[config.mk]
export PLATFORM = sky130hd
export DESIGN_NAME = pid_line_steering_flat
export DESIGN_NICKNAME = d
export VERILOG_FILES = /design/src/sv/pls_pkg.sv /design/src/sv/pls_if.sv /design/src/sv/pls_regs.sv /design/src/sv/pls_mac.sv /design/src/sv/pid_line_steering.sv /design/src/flat_wrapper.sv
export SDC_FILE = /design/constraint.sdc
export NUM_CORES = 2
export LEC_CHECK = 0
export BUFFER_PORTS_ARGS = -buffer_cell sky130_fd_sc_hd__clkbuf_2
export CORE_ASPECT_RATIO = 0.9
export CORE_MARGIN = 4
export CORE_UTILIZATION = 30
export DETAILED_ROUTE_END_ITERATION = 10
export GPL_TIMING_DRIVEN = 0
export PLACE_DENSITY_LB_ADDON = 0.2
export SLEW_MARGIN = 5
export SYNTH_ARGS = -nofsm -noshare
export SYNTH_HDL_FRONTEND = slang
export SYNTH_SLANG_ARGS = --single-unit
[constraint.sdc]
create_clock -name i_clk -period 18.46 [get_ports i_clk]
set_input_delay 0.923 -clock i_clk [delete_from_list [all_inputs] [get_ports i_clk]]
set_output_delay 0.923 -clock i_clk [all_outputs]
set_load 0.01 [all_outputs]
[src/sv/pls_pkg.sv]
package pls_pkg;

    // Field and datapath widths
    localparam int OFFSET_W = 16;
    localparam int SCALE_W  = 16;
    localparam int GAIN_W   = 16;
    localparam int LIMIT_W  = 16;
    localparam int TURN_W   = 8;
    localparam int POS_W    = 24;
    localparam int ISUM_W   = 18;
    localparam int DIFF_W   = POS_W + 1;
    localparam int OPA_W    = GAIN_W + 1;
    localparam int OPB_W    = DIFF_W;
    localparam int PROD_W   = OPA_W + OPB_W;
    localparam int ACC_W    = PROD_W + 1;
    localparam int FRAC_W   = 16;
    localparam int MAG_W    = ACC_W - FRAC_W;

    // APB
    localparam int ADDR_W   = 5;
    localparam int DATA_W   = 32;

    localparam logic [ACC_W-1:0] ROUND_HALF = ACC_W'(1) << (FRAC_W - 1);

    typedef enum logic [2:0] {
        REG_POS_SCALE      = 3'd0,
        REG_GAIN_P         = 3'd1,
        REG_GAIN_I         = 3'd2,
        REG_GAIN_D         = 3'd3,
        REG_INTEGRAL_LIMIT = 3'd4,
        REG_TURN_LIMIT     = 3'd5
    } t_reg_idx;

    typedef enum logic [1:0] {
        DIR_NONE  = 2'd0,
        DIR_RIGHT = 2'd1,
        DIR_LEFT  = 2'd2
    } t_dir;

    typedef enum logic [3:0] {
        S_IDLE,
        S_POS,
        S_SAT,
        S_MUL_P,
        S_MUL_I,
        S_MUL_D,
        S_ACC,
        S_ABS,
        S_OUT
    } t_state;

    typedef struct packed {
        logic        [SCALE_W-1:0] pos_scale;
        logic signed [GAIN_W-1:0]  gain_p;
        logic signed [GAIN_W-1:0]  gain_i;
        logic signed [GAIN_W-1:0]  gain_d;
        logic        [LIMIT_W-1:0] integral_limit;
        logic        [TURN_W-1:0]  turn_limit;
    } t_cfg;

    typedef struct packed {
        logic                     mul_en;
        logic                     acc_en;
        logic                     acc_clr;
        logic signed [OPA_W-1:0]  op_a;
        logic signed [OPB_W-1:0]  op_b;
    } t_mac_ctl;

endpackage

[src/sv/pls_if.sv]
interface pls_in_if;
    import pls_pkg::*;

    logic                       valid;
    logic                       ready;
    logic signed [OFFSET_W-1:0] line_offset;

    modport source (output valid, output line_offset, input ready);
    modport sink   (input valid, input line_offset, output ready);
endinterface

interface pls_out_if;
    import pls_pkg::*;

    logic                     valid;
    logic                     ready;
    logic signed [TURN_W:0]   turn_signed;
    logic        [1:0]        turn_dir;
    logic        [TURN_W-1:0] turn_mag;

    modport source (output valid, output turn_signed, output turn_dir, output turn_mag,
                    input ready);
    modport sink   (input valid, input turn_signed, input turn_dir, input turn_mag,
                    output ready);
endinterface

[src/sv/pls_regs.sv]
module pls_regs (
    input  logic                       i_clk,
    input  logic                       i_rst_n,
    input  logic                       psel,
    input  logic                       penable,
    input  logic                       pwrite,
    input  logic [pls_pkg::ADDR_W-1:0] paddr,
    input  logic [pls_pkg::DATA_W-1:0] pwdata,
    output logic [pls_pkg::DATA_W-1:0] prdata,
    output logic                       pready,
    output pls_pkg::t_cfg              o_cfg
);
    import pls_pkg::*;

    t_cfg     r_cfg;
    t_reg_idx w_idx;
    logic     w_wr;

    assign w_idx  = t_reg_idx'(paddr[ADDR_W-1:2]);
    assign w_wr   = psel && penable && pwrite;
    assign pready = 1'b1;
    assign o_cfg  = r_cfg;

    always_ff @(posedge i_clk) begin
        if (!i_rst_n) begin
            r_cfg.pos_scale      <= SCALE_W'(256);
            r_cfg.gain_p         <= GAIN_W'(256);
            r_cfg.gain_i         <= '0;
            r_cfg.gain_d         <= '0;
            r_cfg.integral_limit <= '1;
            r_cfg.turn_limit     <= TURN_W'(7);
        end else if (w_wr) begin
            unique case (w_idx)
                REG_POS_SCALE:      r_cfg.pos_scale      <= pwdata[SCALE_W-1:0];
                REG_GAIN_P:         r_cfg.gain_p         <= pwdata[GAIN_W-1:0];
                REG_GAIN_I:         r_cfg.gain_i         <= pwdata[GAIN_W-1:0];
                REG_GAIN_D:         r_cfg.gain_d         <= pwdata[GAIN_W-1:0];
                REG_INTEGRAL_LIMIT: r_cfg.integral_limit <= pwdata[LIMIT_W-1:0];
                REG_TURN_LIMIT:     r_cfg.turn_limit     <= pwdata[TURN_W-1:0];
                default: ;
            endcase
        end
    end

    always_comb begin
        unique case (w_idx)
            REG_POS_SCALE:      prdata = DATA_W'(r_cfg.pos_scale);
            REG_GAIN_P:         prdata = DATA_W'($unsigned(r_cfg.gain_p));
            REG_GAIN_I:         prdata = DATA_W'($unsigned(r_cfg.gain_i));
            REG_GAIN_D:         prdata = DATA_W'($unsigned(r_cfg.gain_d));
            REG_INTEGRAL_LIMIT: prdata = DATA_W'(r_cfg.integral_limit);
            REG_TURN_LIMIT:     prdata = DATA_W'(r_cfg.turn_limit);
            default:            prdata = '0;
        endcase
    end

endmodule

[src/sv/pls_mac.sv]
module pls_mac (
    input  logic                              i_clk,
    input  pls_pkg::t_mac_ctl                 i_ctl,
    output logic signed [pls_pkg::PROD_W-1:0] o_prod,
    output logic signed [pls_pkg::ACC_W-1:0]  o_acc
);
    import pls_pkg::*;

    logic signed [PROD_W-1:0] r_prod;
    logic signed [ACC_W-1:0]  r_acc;
    logic signed [ACC_W-1:0]  w_prod_ext;

    assign w_prod_ext = {{(ACC_W-PROD_W){r_prod[PROD_W-1]}}, r_prod};

    // product register, then accumulate on the following cycle
    always_ff @(posedge i_clk) begin
        if (i_ctl.mul_en) begin
            r_prod <= i_ctl.op_a * i_ctl.op_b;
        end
        if (i_ctl.acc_en) begin
            r_acc <= (i_ctl.acc_clr ? '0 : r_acc) + w_prod_ext;
        end
    end

    assign o_prod = r_prod;
    assign o_acc  = r_acc;

endmodule

[src/sv/pid_line_steering.sv]
// Channel    | Dir | Handshake       | Payload
// -----------+-----+-----------------+------------------------------------------
// i_line     | in  | valid / ready   | line_offset (s16)
// o_steer    | out | valid / ready   | turn_signed (s9), turn_dir (2), turn_mag (8)
// APB        | in  | psel / penable  | paddr (5), pwdata / prdata (32), pready = 1
//
// A request passes through the accepting idle state, then eight sequencer steps
// around the single 17x25 signed multiplier; the result loads into the output
// register in the last step. The multiplier runs four times per
// request (scale, then P, I and D terms).
// Reset (synchronous, active low) clears the sequencer, the output valid, the
// integral and the previous position, and loads the register defaults.
// A new request is taken while a finished result still waits at the output;
// the sequencer only holds in its last step if the output is full and not ready.
module pid_line_steering (
    input  logic                       i_clk,
    input  logic                       i_rst_n,
    pls_in_if.sink                     i_line,
    pls_out_if.source                  o_steer,
    input  logic                       psel,
    input  logic                       penable,
    input  logic                       pwrite,
    input  logic [pls_pkg::ADDR_W-1:0] paddr,
    input  logic [pls_pkg::DATA_W-1:0] pwdata,
    output logic [pls_pkg::DATA_W-1:0] prdata,
    output logic                       pready
);
    import pls_pkg::*;

    t_cfg     w_cfg;
    t_mac_ctl w_mac_ctl;
    t_state   r_state, n_state;

    logic signed [PROD_W-1:0]   w_prod;
    logic signed [ACC_W-1:0]    w_acc;

    // per-request working registers
    logic signed [OFFSET_W-1:0] r_offset;
    logic signed [POS_W-1:0]    r_pos;
    logic signed [ISUM_W-1:0]   r_integ;
    logic signed [DIFF_W-1:0]   r_deriv;
    logic        [MAG_W-1:0]    r_mag;
    logic                       r_neg;

    // controller state carried between requests
    logic signed [POS_W-1:0]    r_prev_pos;
    logic signed [ISUM_W-1:0]   r_isum;

    // output register
    logic                       r_out_valid;
    logic signed [TURN_W:0]     r_turn_signed;
    logic        [1:0]          r_turn_dir;
    logic        [TURN_W-1:0]   r_turn_mag;

    logic w_in_acc;
    logic w_out_free;
    logic w_load_out;

    pls_regs u_regs (
        .i_clk   (i_clk),
        .i_rst_n (i_rst_n),
        .psel    (psel),
        .penable (penable),
        .pwrite  (pwrite),
        .paddr   (paddr),
        .pwdata  (pwdata),
        .prdata  (prdata),
        .pready  (pready),
        .o_cfg   (w_cfg)
    );

    pls_mac u_mac (
        .i_clk  (i_clk),
        .i_ctl  (w_mac_ctl),
        .o_prod (w_prod),
        .o_acc  (w_acc)
    );

    assign i_line.ready = (r_state == S_IDLE);
    assign w_in_acc     = i_line.valid && i_line.ready;
    assign w_out_free   = !r_out_valid || o_steer.ready;
    assign w_load_out   = (r_state == S_OUT) && w_out_free;

    // ---------------- sequencer: next state ----------------
    always_comb begin
        n_state = r_state;
        unique case (r_state)
            S_IDLE:  if (w_in_acc) n_state = S_POS;
            S_POS:   n_state = S_SAT;
            S_SAT:   n_state = S_MUL_P;
            S_MUL_P: n_state = S_MUL_I;
            S_MUL_I: n_state = S_MUL_D;
            S_MUL_D: n_state = S_ACC;
            S_ACC:   n_state = S_ABS;
            S_ABS:   n_state = S_OUT;
            S_OUT:   if (w_out_free) n_state = S_IDLE;
            default: n_state = S_IDLE;
        endcase
    end

    always_ff @(posedge i_clk) begin
        if (!i_rst_n) begin
            r_state <= S_IDLE;
        end else begin
            r_state <= n_state;
        end
    end

    // ---------------- sequencer: multiplier control ----------------
    // Each gain product is accumulated in the step after it; the scale product feeds S_SAT.
    always_comb begin
        w_mac_ctl = '0;
        unique case (r_state)
            S_POS: begin
                w_mac_ctl.mul_en = 1'b1;
                w_mac_ctl.op_a   = $signed({1'b0, w_cfg.pos_scale});
                w_mac_ctl.op_b   = OPB_W'(r_offset);
            end
            S_MUL_P: begin
                w_mac_ctl.mul_en = 1'b1;
                w_mac_ctl.op_a   = OPA_W'(w_cfg.gain_p);
                w_mac_ctl.op_b   = OPB_W'(r_pos);
            end
            S_MUL_I: begin
                w_mac_ctl.mul_en  = 1'b1;
                w_mac_ctl.acc_en  = 1'b1;
                w_mac_ctl.acc_clr = 1'b1;
                w_mac_ctl.op_a    = OPA_W'(w_cfg.gain_i);
                w_mac_ctl.op_b    = OPB_W'(r_integ);
            end
            S_MUL_D: begin
                w_mac_ctl.mul_en = 1'b1;
                w_mac_ctl.acc_en = 1'b1;
                w_mac_ctl.op_a   = OPA_W'(w_cfg.gain_d);
                w_mac_ctl.op_b   = r_deriv;
            end
            S_ACC: begin
                w_mac_ctl.acc_en = 1'b1;
            end
            default: ;
        endcase
    end

    // ---------------- position, integral, derivative ----------------
    logic                     w_sat_hi, w_sat_lo;
    logic signed [POS_W-1:0]  w_pos;
    logic signed [DIFF_W-1:0] w_sum, w_lim, w_diff;
    logic signed [ISUM_W-1:0] w_integ;

    always_comb begin
        // saturate the scaled offset to 24 bits
        w_sat_hi = !w_prod[PROD_W-1] && (|w_prod[PROD_W-2:POS_W-1]);
        w_sat_lo =  w_prod[PROD_W-1] && !(&w_prod[PROD_W-2:POS_W-1]);
        if (w_sat_hi) begin
            w_pos = {1'b0, {(POS_W-1){1'b1}}};
        end else if (w_sat_lo) begin
            w_pos = {1'b1, {(POS_W-1){1'b0}}};
        end else begin
            w_pos = w_prod[POS_W-1:0];
        end

        // integral with symmetric clamp
        w_sum = DIFF_W'(r_isum) + DIFF_W'(w_pos);
        w_lim = $signed(DIFF_W'(w_cfg.integral_limit));
        if (w_sum > w_lim) begin
            w_integ = w_lim[ISUM_W-1:0];
        end else if (w_sum < -w_lim) begin
            w_integ = ISUM_W'(-w_lim);
        end else begin
            w_integ = w_sum[ISUM_W-1:0];
        end

        w_diff = DIFF_W'(w_pos) - DIFF_W'(r_prev_pos);
    end

    // ---------------- rounding: |acc| + half, drop fraction ----------------
    logic [ACC_W-1:0] w_abs, w_rnd;

    always_comb begin
        w_abs = w_acc[ACC_W-1] ? $unsigned(-w_acc) : $unsigned(w_acc);
        w_rnd = w_abs + ROUND_HALF;
    end

    // ---------------- final clamp and split ----------------
    logic [TURN_W-1:0]      w_speed;
    logic signed [TURN_W:0] w_turn;
    logic [1:0]             w_dir;

    always_comb begin
        w_speed = (r_mag > MAG_W'(w_cfg.turn_limit)) ? w_cfg.turn_limit : r_mag[TURN_W-1:0];
        // drive is the negated sum, so a positive sum steers left
        w_turn  = r_neg ? -$signed({1'b0, w_speed}) : $signed({1'b0, w_speed});
        if (w_speed == '0) begin
            w_dir = DIR_NONE;
        end else if (r_neg) begin
            w_dir = DIR_LEFT;
        end else begin
            w_dir = DIR_RIGHT;
        end
    end

    // ---------------- datapath registers ----------------
    always_ff @(posedge i_clk) begin
        if (w_in_acc) begin
            r_offset <= i_line.line_offset;
        end
        if (r_state == S_SAT) begin
            r_pos   <= w_pos;
            r_integ <= w_integ;
            r_deriv <= w_diff;
        end
        if (r_state == S_ABS) begin
            r_mag <= w_rnd[ACC_W-1:FRAC_W];
            r_neg <= !w_acc[ACC_W-1] && (w_acc != '0);
        end
        if (w_load_out) begin
            r_turn_signed <= w_turn;
            r_turn_dir    <= w_dir;
            r_turn_mag    <= w_speed;
        end
    end

    always_ff @(posedge i_clk) begin
        if (!i_rst_n) begin
            r_prev_pos  <= '0;
            r_isum      <= '0;
            r_out_valid <= 1'b0;
        end else begin
            if (r_state == S_SAT) begin
                r_prev_pos <= w_pos;
                r_isum     <= w_integ;
            end
            if (w_load_out) begin
                r_out_valid <= 1'b1;
            end else if (o_steer.ready) begin
                r_out_valid <= 1'b0;
            end
        end
    end

    assign o_steer.valid       = r_out_valid;
    assign o_steer.turn_signed = r_turn_signed;
    assign o_steer.turn_dir    = r_turn_dir;
    assign o_steer.turn_mag    = r_turn_mag;

    // ---------------- assertions ----------------
    a_accept_starts: assert property (@(posedge i_clk) disable iff (!i_rst_n)
        w_in_acc |=> (r_state == S_POS))
        else $error("accepted request did not start the sequencer");

    a_out_hold: assert property (@(posedge i_clk) disable iff (!i_rst_n)
        (r_state == S_OUT && r_out_valid && !o_steer.ready) |=> (r_state == S_OUT))
        else $error("result overwrote a pending output");

    a_dir_speed: assert property (@(posedge i_clk) disable iff (!i_rst_n)
        r_out_valid |-> ((r_turn_dir == DIR_NONE) == (r_turn_mag == '0)))
        else $error("direction and speed disagree");

    a_left_neg: assert property (@(posedge i_clk) disable iff (!i_rst_n)
        (r_out_valid && r_turn_dir == DIR_LEFT) |-> r_turn_signed[TURN_W])
        else $error("left turn with non-negative value");

    a_load_once: assert property (@(posedge i_clk) disable iff (!i_rst_n)
        w_load_out |=> (r_state == S_IDLE) && r_out_valid)
        else $error("result load did not return to idle");

endmodule
[src/flat_wrapper.sv]
// flat-port wrapper written by rule: the top's interface ports become plain ports
module pid_line_steering_flat import pls_pkg::*;
  (i_clk, i_rst_n, psel, penable, pwrite, paddr, pwdata, prdata, pready, i_line_valid, i_line_line_offset, i_line_ready, o_steer_valid, o_steer_turn_signed, o_steer_turn_dir, o_steer_turn_mag, o_steer_ready);
  pls_in_if i_line_i ();
  pls_out_if o_steer_i ();
  input  logic i_clk;
  input  logic i_rst_n;
  input  logic psel;
  input  logic penable;
  input  logic pwrite;
  input  logic [pls_pkg::ADDR_W-1:0] paddr;
  input  logic [pls_pkg::DATA_W-1:0] pwdata;
  output logic [pls_pkg::DATA_W-1:0] prdata;
  output logic pready;
  input wire logic [$bits(i_line_i.valid)-1:0] i_line_valid;
  input wire logic [$bits(i_line_i.line_offset)-1:0] i_line_line_offset;
  output wire logic [$bits(i_line_i.ready)-1:0] i_line_ready;
  output wire logic [$bits(o_steer_i.valid)-1:0] o_steer_valid;
  output wire logic [$bits(o_steer_i.turn_signed)-1:0] o_steer_turn_signed;
  output wire logic [$bits(o_steer_i.turn_dir)-1:0] o_steer_turn_dir;
  output wire logic [$bits(o_steer_i.turn_mag)-1:0] o_steer_turn_mag;
  input wire logic [$bits(o_steer_i.ready)-1:0] o_steer_ready;
  assign i_line_i.valid = i_line_valid;
  assign i_line_i.line_offset = i_line_line_offset;
  assign i_line_ready = i_line_i.ready;
  assign o_steer_valid = o_steer_i.valid;
  assign o_steer_turn_signed = o_steer_i.turn_signed;
  assign o_steer_turn_dir = o_steer_i.turn_dir;
  assign o_steer_turn_mag = o_steer_i.turn_mag;
  assign o_steer_i.ready = o_steer_ready;
  pid_line_steering u_core (.i_clk(i_clk), .i_rst_n(i_rst_n), .i_line(i_line_i), .o_steer(o_steer_i), .psel(psel), .penable(penable), .pwrite(pwrite), .paddr(paddr), .pwdata(pwdata), .prdata(prdata), .pready(pready));
endmodule
**Yosys cells after proc, flatten, opt, wreduce, memory -nomap -nowiden**

Index checks and enable logic that the tools add are counted.
W data, S select, Z words.

- Output and inout bits: 54
- Register bits: 350
- Logic and storage cells: 95

- Muxes and demuxes: 19
- Multiply operators: 1
- $lt $le $gt $ge: 3
- Equality and inequality tests: 15
- Reductions and logical operators: 28
- Add/subtract/negate cells: 7

Operators by type and width:

| cell | number |
|---|---|
| $pmux W42 S4 | 1 |
| $pmux W16 S6 | 1 |
| $mux W43 | 2 |
| $mux W24 | 2 |
| $add A43 B16 Y43 const B | 1 |
| $add A43 B43 Y43 | 1 |
| $neg A43 Y43 | 1 |
| $reduce_bool A43 Y1 | 1 |
| $mul A17 B25 Y42 | 1 |
| $mux W18 | 2 |
| $pmux W4 S9 | 1 |
| $gt A27 B8 Y1 | 1 |
| $add A18 B24 Y25 | 1 |
| $gt A25 B17 Y1 | 1 |
| $lt A25 B25 Y1 | 1 |
| $neg A16 Y25 | 1 |
| $sub A24 B24 Y25 | 1 |
| $reduce_and A18 Y1 | 1 |
| $reduce_or A18 Y1 | 1 |
| $eq A4 B3 Y1 const B | 4 |
| $mux W8 | 2 |
| $reduce_and A2 Y1 | 7 |
| $neg A8 Y9 | 1 |
| $eq A4 B2 Y1 const B | 2 |
| 19 further kinds | 35 |

**Logic depth before layout (Yosys ltp)**

- Word-level depth: 9
- Mapped depth: 33
- Mapped depth without buffers: 31

**By module**

From an unflattened synthesis, not the netlist that was laid out.

- Cells, all modules: 3996
- Area total of the unflattened synthesis: 37322.0 um2

Modules (own cells, without submodules):

| module | instances | cells an instance | area each (um2) |
|---|---|---|---|
| pls_mac | 1 | 2168 | 20294.5 |
| pid_line_steering | 1 | 1394 | 12882.4 |
| pls_regs | 1 | 434 | 4145.2 |

**Least setup slack after synthesis**

No wires, ideal clock.

- Path type: register to register
- Start point: register u_core.r_state[0]
- End point: register u_core.u_mac.r_prod[41] (netlist: u_core.u_mac.o_prod[41]), data pin
- Stages on the path, launching flop included: 30
- Arrival time: 7626 ps
- Library setup time: 266 ps
- Slack: 10569 ps
- Path through: dfxtp_1 -> clkbuf_1 -> nand2_1 -> nor3_1 -> clkbuf_1 -> clkbuf_1 -> a22oi_1 -> nand2_1 -> clkbuf_1 -> nand2_1 -> fa_1 -> inv_1 -> fa_1 -> fa_1 -> fa_1 -> fa_1 -> inv_1 -> fa_1 -> inv_1 -> ha_1 -> a21o_1 -> a21o_1 -> a21oi_1 -> and3_1 -> a211oi_1 -> a21oi_1 -> o21ai_0 -> nand2_1 -> o41ai_1 -> xnor2_1

- Cells in the longest elaborated chain, start to end: 3
- Elaborated cells on any way between the ends: 6
- Classes of those cells: mul (1); eq/ne (4); mux (1)

Ends and longest elaborated chain:

| what | line | source |
|---|---|---|
| start, declared | pid_line_steering.sv:32 | `t_state r_state, n_state;` |
| start signal, assigned | pid_line_steering.sv:105 | `r_state <= n_state;` |
| $eq A4 B3 Y1, or another cell as far along | pid_line_steering.sv:113 | `unique case (r_state)` |
| $pmux W42 S4 * | pid_line_steering.sv:113 |  |
| $mul A17 B25 Y42 * | pls_mac.sv:18 | `r_prod <= i_ctl.op_a * i_ctl.op_b;` |
| end signal, assigned | pls_mac.sv:18 |  |
| end, declared | pls_mac.sv:9 | `logic signed [PROD_W-1:0] r_prod;` |

Mark *: on every way between the ends. The rest lies on a longest branch, timed or not.
A chain may end at the register's enable or synchronous reset.

**Worst setup path after layout**

Ends and elaborated chain as after synthesis.

==> flow_summary.yaml <==
final_layout:
  fill_cells: 12395
  diodes: 0
  fin_nets: 4830
  final_util_pct: 33.62
  drive_gt1_share_pct: 6.348
  area_delta_synth_final_pct: 11.21
synth:
  synthCells: 3959
  synth_edf_count: 214
  yosysUniqueCellTypes: 90
  yosysWarningCount: 0
  syn_area_mm2: 0.03600
  ys_ff_latch: 349
  ys.flop_type: "edfxtp_1"
  async_reset_ff_share_pct: 0
  ys_seq_area_share_pct: 25.36
  ys_top_cells_by_area: "fa_1 23%, edfxtp_1 18%, ha_1 8.4%"
  yosysTopAreaCell: "fa_1"
  synthTopCellsByCount: "521 x inv_1, 471 x nand2_1, 420 x nor2_1"
  avgSynthCellArea_um2: 9.093
  yosys.cell_count.top_type: "inv_1"
  synth.top_cell.area_share_pct: 23.30
floorplanning:
  core_area_mm2: 0.1191
  initial_utilization_pct: 30.23
  die_w_um: 373.1
  die_h_um: 336.6
  fp-row-count: 120
  design.die.area_mm2: 0.1256
  io_pins: 114
critical_path:
  criticalPathCategory: "reg -> reg"
  cp_slowest_cell: "nor3_1"
  cpPeakStageDelay_ps: 990
  critPathCaptureType: "flip-flop"
  crit_arrival_ps: 11290
  crit_fanout: 10
  cp-start-kind: "flip-flop"
  cpMostUsedCell: "fa_1"
  required_ps: 18770
place:
  gp_congestion: 0.9080
  io_buffers: 75
  dp_hpwl_um: 99840
  dp_slack_ps: 7059
power:
  power_frac_seq_pct: 37.0
  combPwrFrac_pct: 29.9
  p_switching_mw: 0.8988
  pwr-share-clk_pct: 33.1
  switching_share_pct: 35.34
  leakagePower_nw: 17.49
  peakVddDrop_mv: 0.05138
  p_per_area_mw_per_mm2: 63.53
  p_int_mw: 1.644
sta:
  report.final.slew_viol_count: 0
  timing.final.crit_share_pct: 59.46
  setup_violations: 0
  finalCriticalPeriod_ps: 10980
  tns_ps: 0
  fmax_mhz: 91.11
  whs_ps: 461.0
  slew_headroom_pct: 5.949
  worst_slew_pin_slew_ps: 1411
  timing.final.ws_setup_ps: 7484
  hold_violations: 0
  grt_setup_unrepaired: "no"
  skew_ps: 43.91
cts:
  clock-sinks: 349
  post_cts_buffers: 0
  tritoncts: "yes"
  cts_max_path_buffers: 3
  cts_hold_buf: 0
  insertion_delay_ps: 610
  cts_resized: 0
  cts_buffers: 42
  clk_root_buffer_cell: "clkbuf_16"
  cts.htree.levels: 2
  path_clk_slew_ps: 60
min_path:
  hp-class: "reg -> reg"
routing:
  drc: 0
  via_count: 28626
  detail_route.vias_per_cell: 4.997
  drt_first_iter_violations: 2550
  drt-total-wl_um: 121200
  wl_per_cell_um: 21.16
  firstDrtPassIters: 6
  ant_nets: 0
grt:
  grt_usage_pct: 19.07
  grt_max_degree: 67
  grt_pass1_wl_um: 182800
  grt_pass1_vias: 28384
  overflow: 0
  antenna_found_initial: 5
run_status:
  status: "completed"
run:
  maxCapViolations: 0
==> routing by layer <==
metal	share of wire, %	global-route usage (%)
met1	49	28.46
met4	2.0	4.016
met2	42	28.85
met3	7.2	3.339
met5	0.011	0
==> state kept, by name (all words and copies together), names as in the netlist, 16 cells and up <==
register,count
u_core.r_deriv,25
u_core.r_integ,18
u_core.r_isum,18
u_core.r_mag,27
u_core.r_offset,16
u_core.r_pos,24
u_core.r_prev_pos,24
u_core.u_mac.o_acc,43
u_core.u_mac.o_prod,42
u_core.u_regs.o_cfg,88
==> critical path, delay by kind of cell, from the launching register on <==
kind            cells  cell delay [ps]
fa+ha+maj           7             3260
xor+xnor            1              100
buf+inv             9             2330
compound gates      6             2370
simple gates        8             2300
flops               1              310
==> final timing paths <==
| path | startpoint | to | slack [ps] | cells past startpoint |
|---|---|---|---|---|
| min reg2reg | u_core.r_prev_pos[23]$_SDFFE_PN0P_ | u_core.r_prev_pos[23]$_SDFFE_PN0P_ | 460 | 2 |
| max | u_core.r_state[0]$_SDFFE_PN0P_ | u_core.u_mac.o_prod[41]$_DFFE_PN_ | 7480 | 31 |
| max reg2reg | u_core.r_state[0]$_SDFFE_PN0P_ | u_core.u_mac.o_prod[41]$_DFFE_PN_ | 7480 | 31 |
| min | u_core.r_prev_pos[23]$_SDFFE_PN0P_ | u_core.r_prev_pos[23]$_SDFFE_PN0P_ | 460 | 2 |
==> layout make-up <==
cell class,instances,area (µm²),area share [%]
multi-input cells,2908,24210,60.47
clock buffers,57,1199,2.994
repair buffers,91,545.5,1.363
plain buffers,195,835.8,2.088
inverters,522,1959,4.894
flip-flops and latches,349,9129,22.80
well taps,1586,1984,4.957
clock inverters,21,172.7,0.4313
==> power by group through the flow <==
stage	clock [mW]	sequential (mW)	combinational, mW
5_1_grt	0.895	0.945	0.838
4_1_cts	0.860	0.941	0.755
3_5_place_dp	0	0.957	0.751
2_1_floorplan	0	0.938	0.501
3_3_place_gp	0	0.960	0.738
6_report	0.842	0.942	0.760
==> through the flow <==
| step | std cells | total power [mW] | cell area (µm²) |
|---|---|---|---|
| after floorplan | 3974 | 1.439 | 36050 |
| after global placement | 5635 | 1.697 | 38410 |
| after detailed placement | 5651 | 1.708 | 38660 |
| after CTS | 5729 | 2.556 | 40030 |
| after global routing | 5729 | 2.678 | 40030 |
| final | 5729 | 2.543 | 40030 |
==> cell families after synthesis <==
logic type / Yosys count / synth area share [%]
other: 2 / 0.02086
AOI/OAI and AO/OA: 736 / 13.36
buffers and inverters: 717 / 7.754
xor gates and xnor gates: 189 / 4.598
and+or+nand+nor: 1254 / 15.64
adders and majority gates: 661 / 31.71
DFF: 349 / 25.36
muxes: 51 / 1.557
==> placed cells by master (no fill, tap or decap), types with 30 or more instances in the layout <==
master / Yosys / final
inv_1: 521 / 521
nand2_1: 471 / 471
fa_1: 419 / 419
nor2_1: 420 / 418
ha_1: 242 / 242
a21oi_1: 235 / 235
edfxtp_1: 214 / 214
clkbuf_1: 157 / 163
xnor2_1: 145 / 145
dfxtp_1: 135 / 135
o21ai_0: 97 / 94
a21o_1: 76 / 76
clkbuf_2: 0 / 75
nor2b_1: 63 / 62
a22oi_1: 53 / 53
o21a_1: 51 / 51
xor2_1: 44 / 44
nand4_1: 43 / 43
clkbuf_16: 0 / 43
nand3_1: 42 / 42
mux2i_1: 38 / 38
nand2b_1: 35 / 35
nor3_1: 33 / 32
and2_1: 30 / 30
Power figures use the tool's default switching activity.
